`config.mk`:
```
export PLATFORM = sky130hd
export DESIGN_NAME = cup_cordic_cell
export DESIGN_NICKNAME = d
export VERILOG_FILES = /design/src/cylindrical_unwrap_projection_defines.svh /design/src/cup_pkg.sv /design/src/cup_cordic_cell.sv
export SDC_FILE = /design/constraint.sdc
export NUM_CORES = 1
export LEC_CHECK = 0
export BUFFER_PORTS_ARGS = -buffer_cell sky130_fd_sc_hd__clkbuf_2
export CORE_MARGIN = 1
export CORE_UTILIZATION = 30
export CTS_CLUSTER_SIZE = 14
export DETAILED_ROUTE_END_ITERATION = 7
export GPL_ROUTABILITY_DRIVEN = 0
export SETUP_SLACK_MARGIN = 0.15
export SYNTH_ARGS = -nofsm -noshare
export SYNTH_HDL_FRONTEND = slang
export SYNTH_SLANG_ARGS = --single-unit
```
`constraint.sdc`:
```
create_clock -name i_clk -period 4.3 [get_ports i_clk]
set_input_delay 0.215 -clock i_clk [delete_from_list [all_inputs] [get_ports i_clk]]
set_output_delay 0.215 -clock i_clk [all_outputs]
set_load 0.05 [all_outputs]
```
`src/cylindrical_unwrap_projection_defines.svh`:
```
// Assertion macros for the cylindrical unwrap projection block
`ifndef CYLINDRICAL_UNWRAP_PROJECTION_DEFINES_SVH
`define CYLINDRICAL_UNWRAP_PROJECTION_DEFINES_SVH
`ifndef SYNTH
`define CUP_ASSERT_IMP(lbl, clk, rst_n, ante, cons) \
    lbl: assert property (@(posedge clk) disable iff (!(rst_n)) (ante) |-> (cons)) \
        else $error("cup: same-cycle check failed");
`define CUP_ASSERT_NXT(lbl, clk, rst_n, ante, cons) \
    lbl: assert property (@(posedge clk) disable iff (!(rst_n)) (ante) |=> (cons)) \
        else $error("cup: next-cycle check failed");
`else
`define CUP_ASSERT_IMP(lbl, clk, rst_n, ante, cons)
`define CUP_ASSERT_NXT(lbl, clk, rst_n, ante, cons)
`endif
`endif

```
`src/cup_pkg.sv`:
```
// Types, constants and arctangent table for the cylindrical unwrap projection
`timescale 1ns / 1ps
package cup_pkg;

    localparam int COORD_W   = 32;
    localparam int RAD_W     = 25;
    localparam int CX_W      = 35;   // CORDIC x/y datapath, covers gain and fold
    localparam int ANG_W     = 32;   // angle, Q28 radians
    localparam int ROM_SIZE  = 32;
    localparam int CORDIC_STEPS_DEF = 20;

    localparam logic [RAD_W-1:0] RADIUS_RESET = 25'd5833;
    localparam logic signed [ANG_W-1:0] PI_Q28 = 32'sd843314857;

    // atan(2^-i) in Q28, rounded
    localparam logic signed [ANG_W-1:0] ATAN_ROM [ROM_SIZE] = '{
        32'sd210828714, 32'sd124459457, 32'sd65760959, 32'sd33381290,
        32'sd16755422,  32'sd8385879,   32'sd4193963,  32'sd2097109,
        32'sd1048571,   32'sd524287,    32'sd262144,   32'sd131072,
        32'sd65536,     32'sd32768,     32'sd16384,    32'sd8192,
        32'sd4096,      32'sd2048,      32'sd1024,     32'sd512,
        32'sd256,       32'sd128,       32'sd64,       32'sd32,
        32'sd16,        32'sd8,         32'sd4,        32'sd2,
        32'sd1,         32'sd1,         32'sd0,        32'sd0
    };

    typedef struct packed {
        logic signed [COORD_W-1:0] coord_x;
        logic signed [COORD_W-1:0] coord_y;
        logic signed [COORD_W-1:0] coord_z;
    } t_in_item;

    typedef struct packed {
        logic signed [COORD_W-1:0] out_x;
        logic signed [COORD_W-1:0] out_arc;
    } t_out_item;

    // what one cell hands to the next
    typedef struct packed {
        logic                      valid;
        logic                      zero;     // origin point, angle forced to 0
        logic signed [COORD_W-1:0] px;       // x coordinate carried along
        logic signed [CX_W-1:0]    x;
        logic signed [CX_W-1:0]    y;
        logic signed [ANG_W-1:0]   a;
    } t_cell;

endpackage

```
`src/cup_cordic_cell.sv`:
```
// One CORDIC vectoring micro-rotation with its pipeline register
`timescale 1ns / 1ps
module cup_cordic_cell #(
    parameter int STEP = 0
) (
    input  logic           i_clk,
    input  logic           i_rst_n,
    input  logic           i_en,
    input  cup_pkg::t_cell i_cell,
    output cup_pkg::t_cell o_cell
);

    cup_pkg::t_cell r_cell;
    cup_pkg::t_cell n_cell;
    logic signed [cup_pkg::CX_W-1:0] w_dx;
    logic signed [cup_pkg::CX_W-1:0] w_dy;

    assign w_dx = i_cell.y >>> STEP;
    assign w_dy = i_cell.x >>> STEP;

    always_comb begin
        n_cell = i_cell;
        if (i_cell.y[cup_pkg::CX_W-1]) begin
            n_cell.x = i_cell.x - w_dx;
            n_cell.y = i_cell.y + w_dy;
            n_cell.a = i_cell.a - cup_pkg::ATAN_ROM[STEP];
        end else begin
            n_cell.x = i_cell.x + w_dx;
            n_cell.y = i_cell.y - w_dy;
            n_cell.a = i_cell.a + cup_pkg::ATAN_ROM[STEP];
        end
    end

    always_ff @(posedge i_clk) begin
        if (!i_rst_n) begin
            r_cell.valid <= 1'b0;
        end else if (i_en) begin
            r_cell <= n_cell;
        end
    end

    assign o_cell = r_cell;

endmodule

```
### Yosys cells after proc, flatten, opt, wreduce, memory -nomap -nowiden

Cells that the tools add are included.

| word-level totals | value |
|---|---|
| logic and storage cells | 13 |
| flip-flop bits (word level) | 136 |

| cells by class | value |
|---|---|
| multiplexer cells | 1 |
| add/subtract/negate cells | 5 |
| reductions and logical operators | 1 |

Operator list:

| cell | number |
|---|---|
| $mux 102 | 1 |
| $sub 35x35->35 | 2 |
| $add 35x35->35 | 1 |
| $add 32x29->32 const B | 1 |
| $sub 32x29->32 const B | 1 |
| $reduce_and 2->1 | 1 |

### Depth between registers and ports, before layout

| logic depth | value |
|---|---|
| word-level depth | 2 |
| depth in mapped cells | 13 |
| gate-level depth less buffers | 12 |

### Worst setup path after synthesis

No wires, ideal clock.

| timing path | value |
|---|---|
| path type | input-to-reg |
| from | input i_en |
| to | register r_cell, in the netlist o_cell[0], enable pin |
| stages | 1 |
| arrival | 3.282 ns |
| buffers on the path | 0 |
| required time | 3.791 ns |
| path slack | 0.510 ns |
| path through | and2_1 |

| between the ends | value |
|---|---|
| word-level cells in the longest chain between the ends | 1 |

Ends and longest elaborated chain:

| item | RTL line | source |
|---|---|---|
| from (decl) | cup_cordic_cell.sv:8 | `input logic i_en,` |
| $reduce_and 2->1 (no line) | -- |  |
| to (signal assigned) | cup_cordic_cell.sv:38 | `r_cell <= n_cell;` |
| to (decl) | cup_cordic_cell.sv:13 | `cup_pkg::t_cell r_cell;` |

No other way between the ends.
A chain may end at the register's enable or synchronous reset.

==> impl_metrics.env <==
export IMPL_nFillCells=4017
export IMPL_vias_per_cell=5.34
export IMPL_antenna_found_initial=2
export IMPL_setup_viol=0
export IMPL_top_usage_layer="met2"
export IMPL_overflow=0
export IMPL_clock_fmax_ghz=0.298
export IMPL_hold_path_depth=3
export IMPL_relSlewSlack_pct=52.2
export IMPL_area_growth_syn_to_layout_pct=23.4
export IMPL_fin_crit_ns=3.35
export IMPL_num_vias=11300
export IMPL_initial_core_util_pct=30.6
export IMPL_syn_num_nets=1586
export IMPL_synthTopCellsByArea="edfxtp_1, ha_1, a21oi_1, xnor2_1, nor2_1"
export IMPL_cp_arrival_ns=3.53
export IMPL_postLayoutCellArea_sq_um=14700
export IMPL_cts_made_buffers=17
export IMPL_grtUsageMet3_pct=4.11
export IMPL_fp_dieArea_sq_um=40500
export IMPL_grt_util_all_layers_pct=19.2
export IMPL_fin_crit_sh_pct=77.9
export IMPL_status="finished clean"
export IMPL_firstDrtPassIters=6
export IMPL_yosysMostFrequentCell="a21oi_1"
export IMPL_yosys_area_top_type="edfxtp_1"
export IMPL_largest_reg_flops=135
export IMPL_ys_types=91
export IMPL_synth_area_sq_um=11900
export IMPL_multiInputGateArea_sq_um=7220
export IMPL_drt_initial_drc_count=1052
export IMPL_synth_cells_most_frequent="a21oi_1, edfxtp_1, ha_1"
export IMPL_r2r_cells=2
export IMPL_grt_max_degree=86
export IMPL_ys_ff_latch=135
export IMPL_worstMarginPinSlew_ns=0.716
export IMPL_rows=72
export IMPL_grtUsageMet1_pct=24.2
export IMPL_leakagePower_nw=6.30
export IMPL_wire_per_inst_um=18.7
export IMPL_syn_avg_cell_area_sq_um=9.10
export IMPL_ys_warn_count=0
export IMPL_hold_class="input pin to flip-flop"
export IMPL_clock_skew_ns=0
export IMPL_grt_pass1_wl_mm=60.5
export IMPL_nets=1870
export IMPL_startpoint_type="input pin"
export IMPL_max_vdd_ir_drop_v=0.000234
export IMPL_end_kind="flip-flop"
export IMPL_cts_sinks=135
export IMPL_ioPinCount=275
export IMPL_cts_buffer_depth=2
export IMPL_yosysTopAreaCellShare_pct=33.7
export IMPL_io_buffers=274
export IMPL_final_seq_area_sq_um=4040
export IMPL_place_area_sq_um=13800
export IMPL_cp_data_required_time_ns=4.48
export IMPL_utilization_pct=37.8
export IMPL_dp_hpwl_mm=31.0
export IMPL_cts_root_buf="clkbuf_16"
export IMPL_clock_latency_ns=0.44
export IMPL_cts_clk_slew_worst_paths_ns=0.07
export IMPL_h_tree_depth=4
export IMPL_hold_viol=0
export IMPL_critPathKind="input pin to flip-flop"
export IMPL_cts_tree="yes"
export IMPL_synth_edff_count=134
export IMPL_cap_violations=0
export IMPL_drt_total_wl_mm=39.8
export IMPL_drive_gt1_share_pct=22.0
export IMPL_synthFlopType="edfxtp_1"
export IMPL_die_w_um=201
export IMPL_async_flop_share_pct=0
export IMPL_grt_util_met2_pct=32.6
export IMPL_synth_cells=1310
export IMPL_grt_pass1_vias=10900
export IMPL_whs_ns=0.0356
export IMPL_seq_area_frac_synth_pct=33.9
export IMPL_setup_tns_ns=0
export IMPL_rsz0062_at_grt="false"
export IMPL_drc=0
export IMPL_power_density_nw_per_um2=354
export IMPL_final_max_slew_violation_count=0
export IMPL_drtAntennaViolNets=0
export IMPL_die_height_um=201
export IMPL_core_area_sq_um=38900
export IMPL_cp_max_fo=12
## metal layers
layer	part of all wire [%]	wire, um	vias up
met5	0.048	19	-
met4	2.0	777	2
met3	7.9	3140	67
met2	48	19100	556
met1	42	16800	5355
li1	-	-	5366
## logic make-up (layout without fill, tap and decap cells)
logic type | after synthesis | after routing | synth area share, %
AOI/OAI and AO/OA | 440 | 440 | 24.3
xor gates and xnor gates | 89 | 89 | 6.54
adders and majority gates | 137 | 137 | 14.6
buffers and inverters | 162 | 459 | 5.54
DFF | 135 | 135 | 33.9
muxes | 22 | 22 | 1.85
other | 0 | 1 | 0
and+or+nand+nor | 325 | 325 | 13.3
## layout by cell type, fill, tap and decap left out, drive strengths merged, types with 32 or more instances in the layout
cell,count
a21oi,154
clkbuf,290
dlygate4sd3,35
edfxtp,134
ha,133
inv,123
nand2,61
nor2,119
nor3,32
o21ai,88
o21bai,34
xnor2,75
## area by class of cell
class,count,share of cell area [%]
Multi-Input combinational cell,1013,49.1
Sequential cell,135,27.5
Timing Repair Buffer,313,12.0
Tap cell,518,4.41
Inverter,114,2.91
Clock buffer,17,2.89
Clock inverter,15,1.19
Antenna cell,1,0.0170
## worst paths after layout
kind                                   from  slack (ns)     endpoint
worst max-delay path             i_cell[43]        0.95   o_cell[97]
worst min-delay path            i_cell[135]        0.04  o_cell[135]
worst max register to register  o_cell[135]        3.70  o_cell[135]
worst min register to register  o_cell[135]        0.54  o_cell[135]
## worst max-delay path: stages
cell and delay (ns):
clkbuf_2 0.11, inv_1 0.06, ha_1 0.57, inv_1 0.22, a21oi_1 0.35, o31ai_1 0.17
a311oi_1 0.55, o211ai_2 0.21, a221o_2 0.44, a311oi_1 0.33, a21oi_1 0.11, xnor2_1 0.18
## stage by stage
step | power, mW | instances | setup slack [ns]
floorplan | 3.13 | 1310 | 0.510
global placement | 3.63 | 2058 | 0.618
CTS | 5.25 | 2125 | 1.14
global route | 5.45 | 2126 | 0.928
finish | 5.21 | 2126 | 0.950
detailed placement | 3.64 | 2058 | 0.672
## what timing repair did
action,4_1_cts,5_1_grt
hold buffers,35,0
setup buffers,0,0
gates resized for setup,0,0
hold endpoints to repair,35,0
## power by group
| part | leakage, nW | internal, mW | switching [mW] | total, mW |
|---|---|---|---|---|
| logic | 4.74 | 0.611 | 1.37 | 1.98 |
| registers | 1.27 | 1.64 | 0.0412 | 1.68 |
| clock network | 0.291 | 0.835 | 0.707 | 1.54 |
Note: power is estimated with default switching activity, not from simulation.
